--- src/hdl/c39_pkg.sv ---
`timescale 1ns / 1ps
// ----------------------------------------------------------------------------
// c39_pkg
// Shared types, register indexes, reset values and the Code 39 symbol table
// for the bar element encoder.
// ----------------------------------------------------------------------------
package c39_pkg;

    // Configuration register indexes
    localparam logic [7:0] REG_START_COLUMN = 8'd0;
    localparam logic [7:0] REG_NARROW_WIDTH = 8'd1;
    localparam logic [7:0] REG_WIDE_WIDTH   = 8'd2;
    localparam logic [7:0] REG_GAP_WIDTH    = 8'd3;

    // Register reset values
    localparam logic [15:0] START_RESET  = 16'd20;
    localparam logic [3:0]  NARROW_RESET = 4'd1;
    localparam logic [3:0]  WIDE_RESET   = 4'd3;
    localparam logic [5:0]  GAP_RESET    = 6'd6;

    // Element index of the inter-character gap (tenth element)
    localparam logic [3:0] LAST_ELEM_IDX = 4'd9;

    // Nine elements, bit 8 first; 1 = wide
    typedef logic [8:0] pat_t;

    typedef struct packed {
        logic [15:0] start_column;
        logic [3:0]  narrow_width;
        logic [3:0]  wide_width;
        logic [5:0]  gap_width;
    } cfg_t;

    typedef struct packed {
        logic known;
        pat_t pat;
    } lookup_t;

    // Item held between the input register and the element sequencer
    typedef struct packed {
        logic known;
        logic first;
        pat_t pat;
    } item_t;

    // Map a character to its Code 39 pattern
    function automatic lookup_t sym_lookup(input logic [7:0] ch);
        lookup_t res;
        res.known = 1'b1;
        case (ch)
            8'h2A: res.pat = 9'h094;   // '*'
            8'h2D: res.pat = 9'h085;   // '-'
            8'h2E: res.pat = 9'h184;   // '.'
            8'h20: res.pat = 9'h0C4;   // ' '
            8'h24: res.pat = 9'h0A8;   // '$'
            8'h2F: res.pat = 9'h0A2;   // '/'
            8'h2B: res.pat = 9'h08A;   // '+'
            8'h25: res.pat = 9'h02A;   // '%'
            8'h41: res.pat = 9'h109;
            8'h42: res.pat = 9'h049;
            8'h43: res.pat = 9'h148;
            8'h44: res.pat = 9'h019;
            8'h45: res.pat = 9'h118;
            8'h46: res.pat = 9'h058;
            8'h47: res.pat = 9'h00D;
            8'h48: res.pat = 9'h10C;
            8'h49: res.pat = 9'h04C;
            8'h4A: res.pat = 9'h01C;
            8'h4B: res.pat = 9'h103;
            8'h4C: res.pat = 9'h043;
            8'h4D: res.pat = 9'h142;
            8'h4E: res.pat = 9'h013;
            8'h4F: res.pat = 9'h112;
            8'h50: res.pat = 9'h052;
            8'h51: res.pat = 9'h007;
            8'h52: res.pat = 9'h106;
            8'h53: res.pat = 9'h046;
            8'h54: res.pat = 9'h016;
            8'h55: res.pat = 9'h181;
            8'h56: res.pat = 9'h0C1;
            8'h57: res.pat = 9'h1C0;
            8'h58: res.pat = 9'h091;
            8'h59: res.pat = 9'h190;
            8'h5A: res.pat = 9'h0D0;
            8'h30: res.pat = 9'h034;
            8'h31: res.pat = 9'h121;
            8'h32: res.pat = 9'h061;
            8'h33: res.pat = 9'h160;
            8'h34: res.pat = 9'h031;
            8'h35: res.pat = 9'h130;
            8'h36: res.pat = 9'h070;
            8'h37: res.pat = 9'h025;
            8'h38: res.pat = 9'h124;
            8'h39: res.pat = 9'h064;
            default:
            begin
                res.known = 1'b0;
                res.pat   = 9'h000;
            end
        endcase
        return res;
    endfunction

endpackage

--- src/hdl/c39_if.sv ---
`timescale 1ns / 1ps
// ----------------------------------------------------------------------------
// c39 channel interfaces
// Character input, element output and configuration write channels, each a
// valid/ready handshake with its payload.
// ----------------------------------------------------------------------------
interface c39_char_if;
    logic       valid;
    logic       ready;
    logic [7:0] char_code;
    logic       first_of_message;

    modport source (output valid, output char_code, output first_of_message, input ready);
    modport sink   (input valid, input char_code, input first_of_message, output ready);
endinterface

interface c39_elem_if;
    logic        valid;
    logic        ready;
    logic [15:0] elem_start;
    logic [5:0]  elem_width;
    logic        is_bar;
    logic        last_elem;

    modport source (output valid, output elem_start, output elem_width,
                    output is_bar, output last_elem, input ready);
    modport sink   (input valid, input elem_start, input elem_width,
                    input is_bar, input last_elem, output ready);
endinterface

interface c39_cfg_if;
    logic        valid;
    logic        ready;
    logic [7:0]  index;
    logic [15:0] data;

    modport source (output valid, output index, output data, input ready);
    modport sink   (input valid, input index, input data, output ready);
endinterface

--- src/hdl/code39_bar_element_encoder_core.sv ---
`timescale 1ns / 1ps
// ----------------------------------------------------------------------------
// code39_bar_element_encoder_core
// Code 39 encoder: turns each character into its nine bars and spaces plus
// the inter-character gap, with start column and width per element.
//
//   channel   modport   payload                                   role
//   char_in   sink      char_code, first_of_message               characters in
//   elem_out  source    elem_start, elem_width, is_bar, last_elem elements out
//   cfg       sink      index, data                               register writes
//
// A supported character yields ten elements, one element per cycle from the
// sequencer unless the output stalls; an unsupported one yields nothing.
// Each character passes the input register, then the output register.
// A new character is taken into the input register while the previous one
// is still being sequenced. A stalled output holds the sequencer.
// Reset loads the register reset values and sets the column to 20.
// ----------------------------------------------------------------------------
module code39_bar_element_encoder_core #(
    parameter int COLUMN_BITS = 16
) (
    input  logic      clk,
    input  logic      rst_n,
    c39_char_if.sink  char_in,
    c39_elem_if.source elem_out,
    c39_cfg_if.sink   cfg
);

    c39_pkg::cfg_t  cfg_val;
    c39_pkg::item_t item;
    logic           item_valid;
    logic           item_pop;

    c39_cfg_regs u_cfg (
        .clk     (clk),
        .rst_n   (rst_n),
        .cfg     (cfg),
        .cfg_val (cfg_val)
    );

    c39_in_stage u_in (
        .clk        (clk),
        .rst_n      (rst_n),
        .char_in    (char_in),
        .item       (item),
        .item_valid (item_valid),
        .item_pop   (item_pop)
    );

    c39_elem_seq #(
        .COLUMN_BITS (COLUMN_BITS)
    ) u_seq (
        .clk        (clk),
        .rst_n      (rst_n),
        .cfg_val    (cfg_val),
        .item       (item),
        .item_valid (item_valid),
        .item_pop   (item_pop),
        .elem_out   (elem_out)
    );

endmodule

--- src/hdl/c39_cfg_regs.sv ---
`timescale 1ns / 1ps
// ----------------------------------------------------------------------------
// c39_cfg_regs
// Configuration register file: start column and element widths.
// ----------------------------------------------------------------------------
module c39_cfg_regs (
    input  logic           clk,
    input  logic           rst_n,
    c39_cfg_if.sink        cfg,
    output c39_pkg::cfg_t  cfg_val
);

    c39_pkg::cfg_t cfg_reg;

    // Always accept writes
    assign cfg.ready = 1'b1;
    assign cfg_val   = cfg_reg;

    // Write the addressed register; drop indexes beyond the list
    always_ff @(posedge clk or negedge rst_n)
    begin
        if (!rst_n)
        begin
            cfg_reg.start_column <= c39_pkg::START_RESET;
            cfg_reg.narrow_width <= c39_pkg::NARROW_RESET;
            cfg_reg.wide_width   <= c39_pkg::WIDE_RESET;
            cfg_reg.gap_width    <= c39_pkg::GAP_RESET;
        end
        else if (cfg.valid)
        begin
            case (cfg.index)
                c39_pkg::REG_START_COLUMN: cfg_reg.start_column <= cfg.data;
                c39_pkg::REG_NARROW_WIDTH: cfg_reg.narrow_width <= cfg.data[3:0];
                c39_pkg::REG_WIDE_WIDTH:   cfg_reg.wide_width   <= cfg.data[3:0];
                c39_pkg::REG_GAP_WIDTH:    cfg_reg.gap_width    <= cfg.data[5:0];
                default: ;
            endcase
        end
    end

endmodule

--- src/hdl/c39_in_stage.sv ---
`timescale 1ns / 1ps
// ----------------------------------------------------------------------------
// c39_in_stage
// Input register: takes a character, looks up its pattern and holds the item
// until the element sequencer pops it.
// ----------------------------------------------------------------------------
module c39_in_stage (
    input  logic           clk,
    input  logic           rst_n,
    c39_char_if.sink       char_in,
    output c39_pkg::item_t item,
    output logic           item_valid,
    input  logic           item_pop
);

    logic             in_valid_reg;
    logic             in_valid_next;
    c39_pkg::item_t   item_reg;
    c39_pkg::lookup_t lut;
    logic             accept;

    // Free when empty or when the held item leaves this cycle
    assign char_in.ready = !in_valid_reg || item_pop;
    assign accept        = char_in.valid && char_in.ready;
    assign lut           = c39_pkg::sym_lookup(char_in.char_code);
    assign item          = item_reg;
    assign item_valid    = in_valid_reg;

    // Track occupancy
    always_comb
    begin
        if (accept)
            in_valid_next = 1'b1;
        else if (item_pop)
            in_valid_next = 1'b0;
        else
            in_valid_next = in_valid_reg;
    end

    always_ff @(posedge clk or negedge rst_n)
    begin
        if (!rst_n)
            in_valid_reg <= 1'b0;
        else
            in_valid_reg <= in_valid_next;
    end

    // Capture the looked-up item
    always_ff @(posedge clk)
    begin
        if (accept)
        begin
            item_reg.known <= lut.known;
            item_reg.first <= char_in.first_of_message;
            item_reg.pat   <= lut.pat;
        end
    end

    // Held item stays until popped
    a_hold: assert property (@(posedge clk) disable iff (!rst_n)
        in_valid_reg && !item_pop |=> in_valid_reg)
        else $error("input item lost before pop");

    // Every known symbol has exactly three wide elements
    a_pat: assert property (@(posedge clk) disable iff (!rst_n)
        in_valid_reg && item_reg.known |-> $countones(item_reg.pat) == 3)
        else $error("known item with malformed pattern");

    // Pop only a held item
    a_pop: assert property (@(posedge clk) disable iff (!rst_n)
        item_pop |-> in_valid_reg)
        else $error("pop with no item held");

endmodule

--- src/hdl/c39_elem_seq.sv ---
`timescale 1ns / 1ps
// ----------------------------------------------------------------------------
// c39_elem_seq
// Element sequencer: steps through the nine bars and spaces and the gap of
// one character, one element per cycle while the output is not stalled, keeping the running column.
// ----------------------------------------------------------------------------
module c39_elem_seq #(
    parameter int COLUMN_BITS = 16
) (
    input  logic           clk,
    input  logic           rst_n,
    input  c39_pkg::cfg_t  cfg_val,
    input  c39_pkg::item_t item,
    input  logic           item_valid,
    output logic           item_pop,
    c39_elem_if.source     elem_out
);

    localparam int SW = (COLUMN_BITS > 16) ? COLUMN_BITS : 16;
    localparam logic [COLUMN_BITS-1:0] COL_MAX  = {COLUMN_BITS{1'b1}};
    localparam logic [COLUMN_BITS-1:0] COL_INIT = COLUMN_BITS'(c39_pkg::START_RESET);

    logic                   busy_reg, busy_next;
    logic [3:0]             idx_reg, idx_next;
    c39_pkg::pat_t          pat_reg, pat_next;
    logic [COLUMN_BITS-1:0] col_reg, col_next;
    logic                   out_valid_reg, out_valid_next;
    logic [15:0]            start_out_reg;
    logic [5:0]             width_out_reg;
    logic                   bar_out_reg;
    logic                   last_out_reg;

    logic                   out_free;
    logic                   emit;
    logic [SW-1:0]          start_ext;
    logic [COLUMN_BITS-1:0] start_sat;
    logic [COLUMN_BITS-1:0] base_col;
    c39_pkg::pat_t          src_pat;
    c39_pkg::pat_t          pat_shift;
    logic [3:0]             src_idx;
    logic [COLUMN_BITS-1:0] src_col;
    logic                   is_gap;
    logic [5:0]             width;
    logic                   bar;
    logic [COLUMN_BITS:0]   col_sum;
    logic [COLUMN_BITS-1:0] col_adv;

    assign out_free = !out_valid_reg || elem_out.ready;

    // Saturate the start column into the column range
    assign start_ext = SW'(cfg_val.start_column);
    assign start_sat = (start_ext > SW'(COL_MAX)) ? COL_MAX : COLUMN_BITS'(start_ext);
    assign base_col  = item.first ? start_sat : col_reg;

    // Pick the element source: the running character or a fresh one
    always_comb
    begin
        emit     = 1'b0;
        item_pop = 1'b0;
        src_pat  = pat_reg;
        src_idx  = idx_reg;
        src_col  = col_reg;
        if (busy_reg)
        begin
            emit = out_free;
        end
        else if (item_valid)
        begin
            item_pop = item.known ? out_free : 1'b1;
            emit     = item.known && out_free;
            src_pat  = item.pat;
            src_idx  = 4'd0;
            src_col  = base_col;
        end
    end

    // Width, bar flag and column advance of the current element
    assign is_gap    = (src_idx == c39_pkg::LAST_ELEM_IDX);
    assign pat_shift = src_pat << src_idx;
    assign width     = is_gap ? cfg_val.gap_width
                     : (pat_shift[8] ? {2'b00, cfg_val.wide_width}
                                     : {2'b00, cfg_val.narrow_width});
    assign bar       = !is_gap && !src_idx[0];
    assign col_sum   = {1'b0, src_col} + (COLUMN_BITS+1)'(width);
    assign col_adv   = col_sum[COLUMN_BITS] ? COL_MAX : col_sum[COLUMN_BITS-1:0];

    // Next state of the sequencer and output register
    always_comb
    begin
        busy_next      = busy_reg;
        idx_next       = idx_reg;
        pat_next       = pat_reg;
        col_next       = col_reg;
        out_valid_next = out_valid_reg && !elem_out.ready;
        if (emit)
        begin
            busy_next      = !is_gap;
            idx_next       = src_idx + 4'd1;
            pat_next       = src_pat;
            col_next       = col_adv;
            out_valid_next = 1'b1;
        end
        else if (item_pop)
        begin
            col_next = base_col;
        end
    end

    always_ff @(posedge clk or negedge rst_n)
    begin
        if (!rst_n)
        begin
            busy_reg      <= 1'b0;
            idx_reg       <= 4'd0;
            col_reg       <= COL_INIT;
            out_valid_reg <= 1'b0;
        end
        else
        begin
            busy_reg      <= busy_next;
            idx_reg       <= idx_next;
            col_reg       <= col_next;
            out_valid_reg <= out_valid_next;
        end
    end

    // Load pattern and result payload
    always_ff @(posedge clk)
    begin
        pat_reg <= pat_next;
        if (emit)
        begin
            start_out_reg <= 16'(SW'(src_col));
            width_out_reg <= width;
            bar_out_reg   <= bar;
            last_out_reg  <= is_gap;
        end
    end

    assign elem_out.valid      = out_valid_reg;
    assign elem_out.elem_start = start_out_reg;
    assign elem_out.elem_width = width_out_reg;
    assign elem_out.is_bar     = bar_out_reg;
    assign elem_out.last_elem  = last_out_reg;

    // A running character sits between its first and last element
    a_idx: assert property (@(posedge clk) disable iff (!rst_n)
        busy_reg |-> idx_reg != 4'd0 && idx_reg <= c39_pkg::LAST_ELEM_IDX)
        else $error("element index out of range");

    // The gap ends the character
    a_end: assert property (@(posedge clk) disable iff (!rst_n)
        emit && is_gap |=> !busy_reg)
        else $error("sequencer still busy after gap");

    // The column only moves forward within a character
    a_mono: assert property (@(posedge clk) disable iff (!rst_n)
        busy_reg && $past(busy_reg) |-> col_reg >= $past(col_reg))
        else $error("column moved backward");

endmodule

--- src/flat_wrapper.sv ---
// flat-port wrapper written by rule: the top's interface ports become plain ports
module code39_bar_element_encoder_core_flat 
#(
    parameter int COLUMN_BITS = 16
)
  (clk, rst_n, char_in_valid, char_in_char_code, char_in_first_of_message, char_in_ready, elem_out_valid, elem_out_elem_start, elem_out_elem_width, elem_out_is_bar, elem_out_last_elem, elem_out_ready, cfg_valid, cfg_index, cfg_data, cfg_ready);
  c39_char_if char_in_i ();
  c39_elem_if elem_out_i ();
  c39_cfg_if cfg_i ();
  input  logic clk;
  input  logic rst_n;
  input wire logic [$bits(char_in_i.valid)-1:0] char_in_valid;
  input wire logic [$bits(char_in_i.char_code)-1:0] char_in_char_code;
  input wire logic [$bits(char_in_i.first_of_message)-1:0] char_in_first_of_message;
  output wire logic [$bits(char_in_i.ready)-1:0] char_in_ready;
  output wire logic [$bits(elem_out_i.valid)-1:0] elem_out_valid;
  output wire logic [$bits(elem_out_i.elem_start)-1:0] elem_out_elem_start;
  output wire logic [$bits(elem_out_i.elem_width)-1:0] elem_out_elem_width;
  output wire logic [$bits(elem_out_i.is_bar)-1:0] elem_out_is_bar;
  output wire logic [$bits(elem_out_i.last_elem)-1:0] elem_out_last_elem;
  input wire logic [$bits(elem_out_i.ready)-1:0] elem_out_ready;
  input wire logic [$bits(cfg_i.valid)-1:0] cfg_valid;
  input wire logic [$bits(cfg_i.index)-1:0] cfg_index;
  input wire logic [$bits(cfg_i.data)-1:0] cfg_data;
  output wire logic [$bits(cfg_i.ready)-1:0] cfg_ready;
  assign char_in_i.valid = char_in_valid;
  assign char_in_i.char_code = char_in_char_code;
  assign char_in_i.first_of_message = char_in_first_of_message;
  assign char_in_ready = char_in_i.ready;
  assign elem_out_valid = elem_out_i.valid;
  assign elem_out_elem_start = elem_out_i.elem_start;
  assign elem_out_elem_width = elem_out_i.elem_width;
  assign elem_out_is_bar = elem_out_i.is_bar;
  assign elem_out_last_elem = elem_out_i.last_elem;
  assign elem_out_i.ready = elem_out_ready;
  assign cfg_i.valid = cfg_valid;
  assign cfg_i.index = cfg_index;
  assign cfg_i.data = cfg_data;
  assign cfg_ready = cfg_i.ready;
  code39_bar_element_encoder_core #(.COLUMN_BITS(COLUMN_BITS)) u_core (.clk(clk), .rst_n(rst_n), .char_in(char_in_i), .elem_out(elem_out_i), .cfg(cfg_i));
endmodule
--- config.mk ---
export PLATFORM = sky130hd
export DESIGN_NAME = code39_bar_element_encoder_core_flat
export DESIGN_NICKNAME = d
export VERILOG_FILES = /design/src/hdl/c39_pkg.sv /design/src/hdl/c39_if.sv /design/src/hdl/code39_bar_element_encoder_core.sv /design/src/hdl/c39_cfg_regs.sv /design/src/hdl/c39_in_stage.sv /design/src/hdl/c39_elem_seq.sv /design/src/flat_wrapper.sv
export SDC_FILE = /design/constraint.sdc
export NUM_CORES = 1
export LEC_CHECK = 0
export BUFFER_PORTS_ARGS = -buffer_cell sky130_fd_sc_hd__buf_2
export CAP_MARGIN = 20
export CORE_UTILIZATION = 30
export DETAILED_ROUTE_END_ITERATION = 12
export MAX_ROUTING_LAYER = met4
export PLACE_DENSITY_LB_ADDON = 0.1
export SLEW_MARGIN = 10
export SYNTH_ARGS = -nofsm -noshare
export SYNTH_HDL_FRONTEND = slang
export SYNTH_SLANG_ARGS = --single-unit
--- constraint.sdc ---
create_clock -name clk -period 4.1 [get_ports clk]
set_input_delay 0.205 -clock clk [delete_from_list [all_inputs] [get_ports clk]]
set_output_delay 0.205 -clock clk [all_outputs]
set_load 0.03 [all_outputs]
Word-level counts from Yosys, hierarchy flattened:

Cells that the tools add are included.

* register bits after elaboration: 97
* input port bits: 38
* output and inout bits: 27
* word-level logic and storage cells: 111

* add/sub/neg operators: 2
* magnitude comparators: 1
* equal/unequal tests: 48
* shifts and indexed selects: 1
* multiplexer cells: 23
* reductions and logical operators: 19

Operators with widths (count)
* 9-bit one-hot mux with 44 select lines: 1
* 8-bit by 7-bit equality test with 1-bit output, second input constant: 26
* 8-bit by 6-bit equality test with 1-bit output, second input constant: 18
* 16-bit two-way mux: 7
* 44-bit OR reduction: 1
* 9-bit two-way mux: 2
* 16-bit by 6-bit adder with 17-bit output: 1
* 8-bit by 2-bit equality test with 1-bit output, second input constant: 2
* 16-bit > comparator, second input constant: 1
* 4-bit two-way mux: 3
* 1-bit two-way mux: 9
* 9-bit by 4-bit left shift with 9-bit output: 1
* 8-bit by 1-bit equality test with 1-bit output, second input constant: 1
* 8-bit zero test: 1
* 2-bit AND reduction: 4
* 6-bit two-way mux: 1
* 1-bit zero test: 5
* 4-bit by 1-bit adder with 4-bit output, second input constant: 1
* 4-bit equality test, second input constant: 1
* 1-bit logical AND: 4
* 2-bit nonzero test: 2
* 1-bit logical OR: 2

Longest topological paths before layout:

Gate-level depths: netlist of run 1.

* depth after elaboration: 8
* depth in mapped cells: 19
* gate-level depth less buffers: 17

By module:

Synthesis of run 1 repeated with hierarchy kept, for this count alone.

* cells, all modules: 583
* area total of the unflattened synthesis: 6030.8 µm²

By module, submodules not included
* c39_elem_seq: times used 1, cells each 324, area each 3369.5 µm², seq. area each 1544.0 µm²
* c39_in_stage: times used 1, cells each 189, area each 1411.4 µm², seq. area each 355.3 µm²
* c39_cfg_regs: times used 1, cells each 70, area each 1249.9 µm², seq. area each 759.5 µm²

Worst setup path before layout of run 1:

Ideal clock, no wire load.

* path type: register to register
* start: reg u_core.u_seq.busy_reg
* end: reg u_core.u_seq.col_reg[5]
* library setup time: 0.122 ns
* data arrival time: 3.666 ns
* data required time: 3.978 ns
* setup slack: 0.312 ns
* stages on the path, launching flop included: 19
* buffers on the path: 2
* clock period less this slack: 3.788 ns
* path through: dfrtp_1 nand2b_1 clkbuf_1 and2_1 ha_1 nand2_1 nor2_1 nand2_1 o22ai_1 a21oi_1 ha_1 fa_1 a21o_1 a221oi_1 or2b_2 o21a_1 buf_6 nand2_1 a32o_1

* word-level cells in the longest chain between the ends: 7
* elaborated cells on any way between the ends: 13
* classes of those cells: add/sub (1); eq/ne (1); shift (1); mux (9); reduce/logical (1)

RTL lines
* start, declared: RTL line c39_elem_seq.sv:23 `logic busy_reg, busy_next;`
* start signal, assigned: RTL line c39_elem_seq.sv:120 `busy_reg <= busy_next;`
* 9-bit two-way mux or 4-bit two-way mux (tied branches): RTL line c39_elem_seq.sv:63 `if (busy_reg)`
* 9-bit by 4-bit left shift with 9-bit output: RTL line c39_elem_seq.sv:79 `assign pat_shift = src_pat << src_idx;`
* 4-bit two-way mux: RTL line c39_elem_seq.sv:81 `: (pat_shift[8] ? {2'b00, cfg_val.wide_width}`
* 6-bit two-way mux *: RTL line c39_elem_seq.sv:80 `assign width = is_gap ? cfg_val.gap_width`
* via u_core.u_seq.width[0]: RTL line c39_elem_seq.sv:43 `logic [5:0] width;`
* 16-bit by 6-bit adder with 17-bit output *: RTL line c39_elem_seq.sv:84 `assign col_sum = {1'b0, src_col} + (COLUMN_BITS+1)'(width);`
* 16-bit two-way mux *: RTL line c39_elem_seq.sv:85 `assign col_adv = col_sum[COLUMN_BITS] ? COL_MAX : col_sum[COLUMN_BITS-1:0];`
* 16-bit two-way mux *: RTL line c39_elem_seq.sv:95 `if (emit)`
* end signal, assigned: RTL line c39_elem_seq.sv:122 `col_reg <= col_next;`
* end, declared: RTL line c39_elem_seq.sv:26 `logic [COLUMN_BITS-1:0] col_reg, col_next;`

Mark *: on every way through the listed nets, which the timed path passes. The rest lies on a longest branch.
A chain may end at the register's enable or synchronous reset.

Final worst setup path of run 1:

* start: reg u_core.u_seq.idx_reg[0]
* end: reg u_core.u_seq.col_reg[5]

* word-level cells in the longest chain between the ends: 8
* elaborated cells on any way between the ends: 9
* classes of those cells: add/sub (1); eq/ne (1); shift (1); mux (6)

RTL lines
* start, declared: RTL line c39_elem_seq.sv:24 `logic [3:0] idx_reg, idx_next;`
* start signal, assigned: RTL line c39_elem_seq.sv:121 `idx_reg <= idx_next;`
* 4-bit two-way mux: RTL line c39_elem_seq.sv:67 `else if (item_valid)`
* 4-bit two-way mux *: RTL line c39_elem_seq.sv:63
* 9-bit by 4-bit left shift with 9-bit output: RTL line c39_elem_seq.sv:79
* 4-bit two-way mux: RTL line c39_elem_seq.sv:81
* 6-bit two-way mux *: RTL line c39_elem_seq.sv:80
* via u_core.u_seq.width[1]: RTL line c39_elem_seq.sv:43
* 16-bit by 6-bit adder with 17-bit output *: RTL line c39_elem_seq.sv:84
* 16-bit two-way mux *: RTL line c39_elem_seq.sv:85
* 16-bit two-way mux *: RTL line c39_elem_seq.sv:95

Marks and branches as above.

==> impl_metrics.toml, run 1 <==
[place]
hpwl_mm = 11.04
gp_congestion = 0.8319
place_area_mm2 = 0.006299
portBuffers = 63

[run_status]
outcome = "finished, final reports clean"

[final_layout]
nets = 670
area_growth_pct = 16.15
final_area_mm2 = 0.006659
fin_util_pct = 35.60
nFillCells = 1883
drive_above_1_share_pct = 25.16
largest_reg_flops = 30
antennaDiodeCount = 0

[critical_path]
worst-path-buf-inv = 1
crit_required_ns = 4.34
path_cells = "mux4_2 -> a32oi_1 -> o21ai_1 -> buf_4 -> mux2i_1 -> a21oi_1 -> fa_1 -> a21o_1 -> a221oi_1 -> or2b_2 -> o21a_2 -> nand2_1 -> a32o_1"
critPathKind = "register to register"
end_kind = "register"
cp.arrival_ns = 4.00
path_delay_family = "compound AO/OA/AOI/OAI gates"
startpoint = "u_core.u_seq.idx_reg[0]$_DFFE_PN0P_"
cpPeakStageDelay_ns = 0.53
cp_max_fo = 10
reg2reg_from = "u_core.u_seq.idx_reg[0]$_DFFE_PN0P_"
slowest_stage = "mux4_2"
cp-start-kind = "register"

[synthesis]
async_reset_ff_share_pct = 54.64
synth-edff-count = 44
syn_nets = 615
ys_seq_area_share_pct = 46.38
synth_area_mm2 = 0.005733
postSynthAreaPerCell_um2 = 10.09
yosys_warnings = 0
yosys-top-cells-area = "edfxtp_1, dfrtp_1, mux2_2, nand2_1, mux2i_1"
ys_ff_latch = 97
yosysTopAreaCell = "edfxtp_1"
synth_top_area_share_pct = 23.05
synthCells = 568
ys_types = 72
synth_top_flop_cell = "edfxtp_1"

[cts]
cts_tree = "yes"
cts.clk_slew.worst_paths_ns = 0.07
cts_buffers = 9
cts.sinks = 97
cts_max_level = 3
clock_latency_ns = 0.35
clock-root-buffer = "clkbuf_16"
clockBufferDepth = 2
post_cts_buffers = 0

[pwr]
p_per_area_mw_per_mm2 = 675.9
p_leak_uw = 0.002787
peakVddDrop_uv = 196.0

[timing]
fmax_mhz = 265.6
rsz0062_at_grt = "no"
period_needed_ns = 3.765
fin_crit_sh_pct = 91.84
worst_slew_pin_slew_ns = 0.8052
finalHoldViolCount = 0
slew_headroom_pct = 46.18
skew_ns = 0.008864
finalSetupTns_ns = 0
maxSlewViolCount = 0
setup_viol = 0
holdWs_ns = 0.03247

[global_route]
grt_pass1_wl_mm = 24.74
grt_usage_pct = 16.95
grt_pass1_vias = 4585
antenna_found_initial = 0
grt_max_degree = 44
grt_overflow = 0

[floorplanning]
rows = 50
die_y_um = 140.2
pin_count = 65
fp.dieW_um = 140.2
die_area_mm2 = 0.01967
start_util_pct = 30.65
core_mm2 = 0.01871

[route]
avgRoutedWirePerCell_um = 17.99
avgViaCountPerCell = 5.324
wl_mm = 15.51
drt-initial-drc-count = 319
dr.pass1.iters = 5
drc = 0
num_vias = 4589
drtAntennaViolNets = 0

[job]
maxCapViolCount = 0

[hold_path]
hp-class = "primary input to register"
hp-start = "char_in_first_of_message"
[Yosys cell counts, types with 2 or more instances]
library cell,instances
mux2_4,8
o21a_1,4
o31ai_1,2
nand3b_1,4
a22oi_1,2
dfrtp_1,44
xor2_1,4
nand2_1,85
nor3_1,12
o221ai_1,5
a21o_1,6
dfstp_2,9
nand3_1,14
or4b_1,2
edfxtp_1,44
xnor2_1,6
nor2b_1,5
o21ai_1,2
nor3b_1,3
o21ai_0,39
nand4_1,5
nor2_1,37
nor4_1,2
and3b_1,2
buf_4,2
and3_1,2
o22a_1,2
a31oi_1,9
buf_1,6
a21oi_1,33
and2_1,6
o211ai_1,4
inv_1,8
mux4_2,2
nand2b_1,9
mux2_2,34
ha_1,8
o22ai_1,8
mux2i_1,26
clkbuf_1,25
a32o_1,7
[kinds of logic after synthesis]
logic type,count (synthesis),share of synthesized area [%]
mux,70,14.10
xor+xnor,10,1.528
other cells,1,0.06541
compound gates,134,14.62
simple gates,202,17.79
fa+ha+maj,9,2.095
flops,97,46.38
buf+inv,45,3.426
[placed cells by master (no fill, tap or decap), drive strengths merged, types with 3 or more instances in the layout]
cell / n
a21o: 6
a21oi: 33
a31oi: 9
a32o: 7
and2: 6
buf: 79
clkbuf: 12
dfrtp: 44
dfstp: 9
edfxtp: 44
ha: 8
inv: 8
mux2: 42
mux2i: 26
nand2: 85
nand2b: 9
nand3: 14
nand3b: 5
nand4: 5
nor2: 37
nor2b: 5
nor3: 12
nor3b: 5
nor4: 3
o211ai: 4
o21a: 4
o21ai: 42
o221ai: 5
o22ai: 8
or4b: 3
xnor2: 6
xor2: 4
[repair_timing]
action | in CTS | in global routing
hold buffers | 1 | 0
setup endpoints to repair | 0 | 10
gates resized for setup | 0 | 1
endpoints found under the hold margin | 10 | 0
[per-stage QoR]
step	worst slack [ns]	std cells	power, uW
after floorplan	0.3125	568	2966
after global placement	0.3301	845	3532
after detailed placement	0.1887	845	3569
after CTS	0.1618	862	4562
after global routing	0.03381	862	4819
final	0.3346	862	4501
[final cells by class]
type	instances	area, um^2	area share, %
clock buffers	12	277.8	4.171
clock inverters	4	71.32	1.071
inverters	9	33.78	0.5073
multi-input cells	426	2879	43.24
flip-flops and latches	97	2659	39.93
well taps	234	292.8	4.397
repair buffers	80	445.4	6.689
[power by group]
part           internal (uW)  switching [uW]
logic                    700            1200
registers               1430             196
clock network            603             369
total                   2730            1770
[layer usage]
metal | vias up | GRT usage [%] | wire (um)
met3 | 23 | 2.735 | 461
met4 | 0 | 7.981 | 450
met2 | 92 | 28.26 | 7604
met5 | - | - | 0
met1 | 2275 | 20.00 | 6994
li1 | 2199 | - | -
[path summary, 6_finish.rpt]
kind	slack, ns	endpoint	cells past startpoint
max	0.33	u_core.u_seq.col_reg[5]$_DFFE_PN0P_	13
min reg2reg	0.50	u_core.u_cfg.cfg_val[5]$_DFFE_PN0P_	1
min	0.03	u_core.u_in.item[9]$_DFFE_PP_	1
max reg2reg	0.33	u_core.u_seq.col_reg[5]$_DFFE_PN0P_	13
min in group asynchronous	0.28	u_core.u_seq.idx_reg[1]$_DFFE_PN0P_	2
max in group asynchronous	2.94	u_core.u_cfg.cfg_val[12]$_DFFE_PN0P_	3
Note: power is estimated with default switching activity, not from simulation.
==> run 2, diff against run 1 <==
--- a/config.mk
+++ b/config.mk
@@ -7,11 +7,12 @@
 export LEC_CHECK = 0
 export BUFFER_PORTS_ARGS = -buffer_cell sky130_fd_sc_hd__buf_2
 export CAP_MARGIN = 20
-export CORE_UTILIZATION = 30
+export CORE_UTILIZATION = 40
 export DETAILED_ROUTE_END_ITERATION = 12
 export MAX_ROUTING_LAYER = met4
 export PLACE_DENSITY_LB_ADDON = 0.1
 export SLEW_MARGIN = 10
 export SYNTH_ARGS = -nofsm -noshare
 export SYNTH_HDL_FRONTEND = slang
+export SYNTH_HIERARCHICAL = 1
 export SYNTH_SLANG_ARGS = --single-unit
==> run 2 against run 1 <==
The flow now finishes with violations (design-rule violations, negative hold slack). First-iteration DRC count shrank 0.94%. Clock power is 9.6% lower. Power fell by 6.4%. Worst hold slack got worse by 0.034 ns. Area after synthesis is 5.2% higher. Sequential share of layout area shrank 0.39 points. Register-to-register slack lost 0.02 ns. Global-route usage increased by 3.2 points. Critical path type unchanged. Critical endpoint is now u_core/u_seq/col_reg[1]$_DFFE_PN0P_. Highest routed layer unchanged.
==> impl_metrics.toml, run 2 <==
[timing]
rsz0062_at_grt = "no"
maxSlewViolCount = 0
finalWorstSetupSlack_ns = 0.3118
fmax_mhz = 264.0
fin_crit_sh_pct = 92.39
setup_viol = 0
slew_headroom_pct = 25.08
worst_slew_pin_slew_ns = 1.120
period_needed_ns = 3.788
holdWs_ns = -0.001740
finalSetupTns_ns = 0
skew_ns = 0.01418
finalHoldViolCount = 1

[global_route]
grt_max_degree = 54
grt_overflow = 0
grt_usage_pct = 20.18
antenna_found_initial = 0
grt_pass1_vias = 4622
grt_pass1_wl_mm = 24.12

[synthesis]
synth_top_area_share_pct = 21.91
synth_common_cells = "nand2_1, dfrtp_1, edfxtp_1"
ys_seq_area_share_pct = 44.09
ys_types = 74
synth_mux_area_share_pct = 13.57
synth_top_flop_cell = "edfxtp_1"
postSynthAreaPerCell_um2 = 10.34
async_reset_ff_share_pct = 54.64
synthCells = 583
synth_area_mm2 = 0.006031
synth-compound-area-share_pct = 16.51
synthMostInstantiatedCell = "nand2_1"
synth_simple_gate_area_share_pct = 17.59
yosysTopAreaCell = "edfxtp_1"
yosys_warnings = 6
synth_top_family_by_area = "simple AND/OR/NAND/NOR gates"
synth_fa_ha_area_share_pct = 1.992
yosys-top-cells-area = "edfxtp_1, dfrtp_1, mux2_2, mux2i_1, dfstp_2"
ys_ff_latch = 97
syn_nets = 630
synth_xor_area_share_pct = 1.162
synth-edff-count = 44

[critical_path]
cp_max_fo = 13
end_kind = "register"
path_cells = "nand2b_2 -> a221o_1 -> a211o_1 -> nand3_1 -> buf_4 -> mux2i_1 -> o21ai_0 -> ha_1 -> nor2b_1 -> o31a_1 -> o211ai_4 -> o31a_4 -> nand2_1 -> a32o_1"
cp-start-kind = "register"
cpPeakStageDelay_ns = 0.43
crit_required_ns = 4.34
worst-path-buf-inv = 1
path_delay_family = "compound AO/OA/AOI/OAI gates"
critPathKind = "register to register"
slowest_stage = "dfrtp_1"
cp.arrival_ns = 4.02

[pwr]
switching_share_pct = 39.33
power_switching_uw = 1657
p_clk_share_pct = 20.9
peakVddDrop_uv = 344.3
p_seq_share_pct = 37.9
pwr-share-comb_pct = 41.3
p_per_area_mw_per_mm2 = 626.3
p_int_uw = 2556
p_leak_uw = 0.002843
finalPower_uw = 4214

[run_status]
violations = "design-rule violations, negative hold slack"
outcome = "finished with violations"

[cts]
clock_latency_ns = 0.35
cts_tree = "yes"
cts.sinks = 97
clock-root-buffer = "clkbuf_16"
cts_max_level = 3
postCtsHoldBufs = 0
cts.clk_slew.worst_paths_ns = 0.07
cts_buffers = 9
clockBufferDepth = 2

[job]
maxCapViolCount = 0

[place]
portBuffers = 63
place_ws_ns = 0.2167
gp_congestion = 0.9316
hpwl_mm = 9.902

[route]
avgViaCountPerCell = 5.776
wl_mm = 14.54
drt-initial-drc-count = 316
num_vias = 4702
drc = 4
avgRoutedWirePerCell_um = 17.86
dr.pass1.iters = 9
drtAntennaViolNets = 0

[hold_path]
hp-class = "primary input to asynchronous set/reset pin"

[final_layout]
drive_above_1_share_pct = 25.56
nets = 672
largest_reg_flops = 30
area_growth_pct = 11.56
fin_util_pct = 45.94
nFillCells = 1386
layout_common_cells = "buf_2, nand2_1, edfxtp_1"
antennaDiodeCount = 0
layout_commonest_cell = "buf_2"

[floorplanning]
rows = 44
start_util_pct = 41.18
die_y_um = 124.8
fp.dieW_um = 124.8
die_area_mm2 = 0.01557
pin_count = 65
core_mm2 = 0.01464
==> run 2: cell count changes in the layout (fill, tap and decap cells not counted), sizes merged, moves of 4 or more <==
cell	change
nand2	-29
o21ai	+15
inv	+11
a21oi	-10
buf	-6
nor3	+5
a32o	+4
mux2i	+4
nand3	+4
nor2	-4
nor2b	+4
==> run 2: path summary, 6_finish.rpt <==
check / from / to / slack [ns] / cells past startpoint
max: u_core/u_seq/busy_reg$_DFFE_PN0P_ / u_core/u_seq/col_reg[1]$_DFFE_PN0P_ / 0.31 / 14
min: rst_n / u_core/u_cfg/cfg_val[24]$_DFFE_PN0P_ / -0.002 / 2
max reg2reg: u_core/u_seq/busy_reg$_DFFE_PN0P_ / u_core/u_seq/col_reg[1]$_DFFE_PN0P_ / 0.31 / 14
min reg2reg: u_core/u_seq/col_reg[4]$_DFFE_PN1P_ / u_core/u_seq/col_reg[4]$_DFFE_PN1P_ / 0.48 / 2
max in group asynchronous: rst_n / u_core/u_seq/idx_reg[0]$_DFFE_PN0P_ / 3.56 / 2
min in group clk: char_in_first_of_message / u_core/u_in/item[9]$_DFFE_PP_ / 0.06 / 1
==> run 2: worst reg2reg max path, stage by stage, from the launching register on <==
cell and delay, ns:
dfrtp_1 0.43, nand2b_2 0.29, a221o_1 0.34, a211o_1 0.25, nand3_1 0.12, buf_4 0.16
mux2i_1 0.17, o21ai_0 0.11, ha_1 0.35, nor2b_1 0.17, o31a_1 0.30, o211ai_4 0.31
o31a_4 0.31, nand2_1 0.10, a32o_1 0.26
==> run 2: metal layers <==
| layer | track usage (%) | part of all wire, % |
|---|---|---|
| met4 | 5.374 | 1.1 |
| met5 | - | 0 |
| met2 | 32.49 | 50 |
| met3 | 3.866 | 4.5 |
| met1 | 26.01 | 45 |
==> run 2: layout make-up <==
type / instances / area [um^2] / share of cell area, %
multi-input cells: 428 / 3072 / 45.66
clock buffers: 9 / 225.2 / 3.348
well taps: 184 / 230.2 / 3.422
clock inverters: 7 / 82.58 / 1.227
repair buffers: 73 / 397.9 / 5.914
inverters: 16 / 60.06 / 0.8927
flip-flops and latches: 97 / 2660 / 39.54
==> run 2: cells by family after synthesis <==
family                     count (synthesis)
AOI/OAI and AO/OA                        147
xor gates and xnor gates                   8
adders and majority gates                  9
buffers and inverters                     58
DFF                                       97
muxes                                     72
other                                      1
and+or+nand+nor                          191
==> run 2: power groups by stage <==
stage | combinational (uW) | clock (uW) | sequential, uW
2_1_floorplan | 1120 | 0 | 1770
3_3_place_gp | 1720 | 0 | 1610
3_5_place_dp | 1740 | 0 | 1610
4_1_cts | 1750 | 909 | 1600
5_1_grt | 1900 | 949 | 1640
6_report | 1740 | 879 | 1600
==> run 2: timing repair <==
item | 4_1_cts | 5_1_grt
hold endpoints to repair | 0 | 0
buffers inserted | 0 | 0
setup endpoints to repair | 0 | 14
resized for setup | 0 | 3
==> run 2: per-stage QoR <==
| stage | instances | area, um^2 |
|---|---|---|
| after floorplan | 583 | 6031 |
| after global placement | 797 | 6401 |
| after detailed placement | 797 | 6401 |
| after CTS | 813 | 6709 |
| after global routing | 814 | 6728 |
| final | 814 | 6728 |
==> run 3, diff against run 2 <==
--- a/config.mk
+++ b/config.mk
@@ -5,7 +5,7 @@
 export SDC_FILE = /design/constraint.sdc
 export NUM_CORES = 1
 export LEC_CHECK = 0
-export BUFFER_PORTS_ARGS = -buffer_cell sky130_fd_sc_hd__buf_2
+export BUFFER_PORTS_ARGS = -buffer_cell sky130_fd_sc_hd__buf_4
 export CAP_MARGIN = 20
 export CORE_UTILIZATION = 40
 export DETAILED_ROUTE_END_ITERATION = 12
==> constraint.sdc (replaced) <==
create_clock -name clk -period 4.1 [get_ports clk]
set_input_delay 0.82 -clock clk [delete_from_list [all_inputs] [get_ports clk]]
set_output_delay 0.82 -clock clk [all_outputs]
set_load 0.03 [all_outputs]
==> run 3 against run 2 <==
The run ends with design-rule violations left. Critical path depth unchanged. First-iteration DRC count down 7.9%. Sequential power about the same. Setup slack worse by 0.043 ns. Critical endpoint is now u_core/u_seq/col_reg[15]$_DFFE_PN0P_. Via count up 0.62%. Final area up 2.2%. Core utilization up 1.0 points. Worst hold slack better by 0.50 ns. Wire length up 1.3%. Register-to-register slack worse by 0.04 ns.
==> impl_metrics.toml, run 3 (same netlist as run 2, synthesis figures left out) <==
[run_status]
outcome = "finished with violations"
violations = "design-rule violations"

[critical_path]
cp-start-kind = "register"
end_kind = "register"
slowest_stage = "a21boi_0"
worst-path-buf-inv = 1
reg2reg_from = "u_core/u_seq/busy_reg$_DFFE_PN0P_"
cp.arrival_ns = 4.08
path_cells = "nand2b_2 -> a221o_1 -> a211o_1 -> nand3_1 -> buf_4 -> mux2i_1 -> o21ai_0 -> ha_1 -> nand3_1 -> a21boi_0 -> o221ai_1 -> nor3_1 -> a21oi_1 -> a22o_1"
cp_max_fo = 11
startpoint = "u_core/u_seq/busy_reg$_DFFE_PN0P_"
critPathKind = "register to register"
cpPeakStageDelay_ns = 0.48
crit_required_ns = 4.35
critPathMostFrequentCell = "nand3_1"
path_delay_family = "compound AO/OA/AOI/OAI gates"

[global_route]
grt_max_degree = 54
grt_usage_pct = 20.38
grt_pass1_wl_mm = 24.18
grt_overflow = 0
antenna_found_initial = 0
grt_pass1_vias = 4555

[floorplanning]
core_mm2 = 0.01464
pin_count = 65
die_y_um = 124.8
die_area_mm2 = 0.01557
start_util_pct = 41.18
rows = 44
fp.dieW_um = 124.8

[place]
hpwl_mm = 10.07
dp_cells = 798
gp_congestion = 0.8844
place_ws_ns = 0.1183
portBuffers = 63

[pwr]
peakVddDrop_uv = 364.2
p_per_area_mw_per_mm2 = 625.2
p_leak_uw = 0.002901

[timing]
period_needed_ns = 3.831
fin_crit_sh_pct = 93.45
slew_headroom_pct = 51.91
maxSlewViolCount = 0
rsz0062_at_grt = "no"
finalWorstSetupSlack_ns = 0.2686
worst_slew_pin_slew_ns = 0.7213
fmax_mhz = 261.0
setup_viol = 0
finalSetupTns_ns = 0
skew_ns = 0.006825
finalHoldViolCount = 0

[hold_path]
hp-class = "register to register"
hp-start = "u_core/u_seq/col_reg[4]$_DFFE_PN1P_"

[cts]
cts_max_level = 3
cts.sinks = 97
ctsResizeCount = 0
post_cts_buffers = 0
cts_tree = "yes"
cts.clk_slew.worst_paths_ns = 0.07
clockBufferDepth = 2
cts_buffers = 9
clock_latency_ns = 0.36
postCtsHoldBufs = 0
clock-root-buffer = "clkbuf_16"

[route]
avgViaCountPerCell = 5.812
avgRoutedWirePerCell_um = 18.08
drc = 4
wl_mm = 14.72
dr.pass1.iters = 9
drt-initial-drc-count = 291
num_vias = 4731
drtAntennaViolNets = 0

[final_layout]
largest_reg_flops = 30
area_growth_pct = 14.00
final_cells = 814
nets = 672
layout_common_cells = "buf_4, nand2_1, edfxtp_1"
antennaDiodeCount = 0
layout_commonest_cell = "buf_4"
drive_above_1_share_pct = 25.24

[job]
maxCapViolCount = 0
[run 3: cell types whose count changed in the layout (fill, tap and decap cells not counted), sizes merged]
cell      change
clkinv        +3
inv           -3
clkbuf        +1
clkinvlp      -1
[run 3: worst register-to-register path: cells and delay by family, from the launching register on]
kind	cells	cell delay [ns]
flip-flops	1	0.43
AO/OA/AOI/OAI	7	1.75
multiplexers	1	0.17
buffers and inverters	1	0.17
AND/OR/NAND/NOR	4	0.77
adder cells (fa/ha/maj)	1	0.41
[run 3: report_power, final]
| group | internal, uW | switching (uW) |
|---|---|---|
| sequential | 1410 | 189 |
| clock | 504 | 369 |
| combinational | 737 | 1090 |
| total | 2660 | 1640 |
[run 3: final timing paths]
kind                                                   endpoint  slack [ns]  cells after the start
setup / recovery           u_core/u_seq/col_reg[15]$_DFFE_PN0P_        0.27                     14
hold / removal              u_core/u_seq/col_reg[4]$_DFFE_PN1P_        0.49                      2
setup reg to reg           u_core/u_seq/col_reg[15]$_DFFE_PN0P_        0.27                     14
hold reg to reg             u_core/u_seq/col_reg[4]$_DFFE_PN1P_        0.49                      2
max in group asynchronous   u_core/u_seq/idx_reg[0]$_DFFE_PN0P_        3.05                      1
min in group asynchronous  u_core/u_cfg/cfg_val[24]$_DFFE_PN0P_        0.51                      1
[run 3: metrics by stage]
stage          util [%]  instance area (um^2)  hold WS [ns]  power (uW)
6_report          46.95                  6875        0.4936        4299
5_1_grt           46.95                  6875        0.5119        4576
4_1_cts           46.92                  6872        0.4963        4334
3_5_place_dp      44.84                  6566        0.4860        3445
3_3_place_gp      44.84                  6566        0.4634        3416
2_1_floorplan         -                  6031        0.4483        2897
[run 3: routing by layer]
metal  wire, um  GRT usage (%)  share of wire [%]  vias to the layer above
li1           -              -                  -                     2247
met1       6593          25.29                 45                     2355
met2       7377          33.61                 50                      112
met3        525          3.479                3.6                       17
met4        223          6.972                1.5                        0
met5          0              -                  0                        -
[run 3: layout make-up]
| type | count | area (um^2) |
|---|---|---|
| flip-flops and latches | 97 | 2660 |
| inverters | 16 | 60.06 |
| fillers | 1390 | 7769 |
| clock inverters | 6 | 55.05 |
| repair buffers | 73 | 548.0 |
| well taps | 184 | 230.2 |
| clock buffers | 10 | 250.2 |
| multi-input cells | 428 | 3072 |
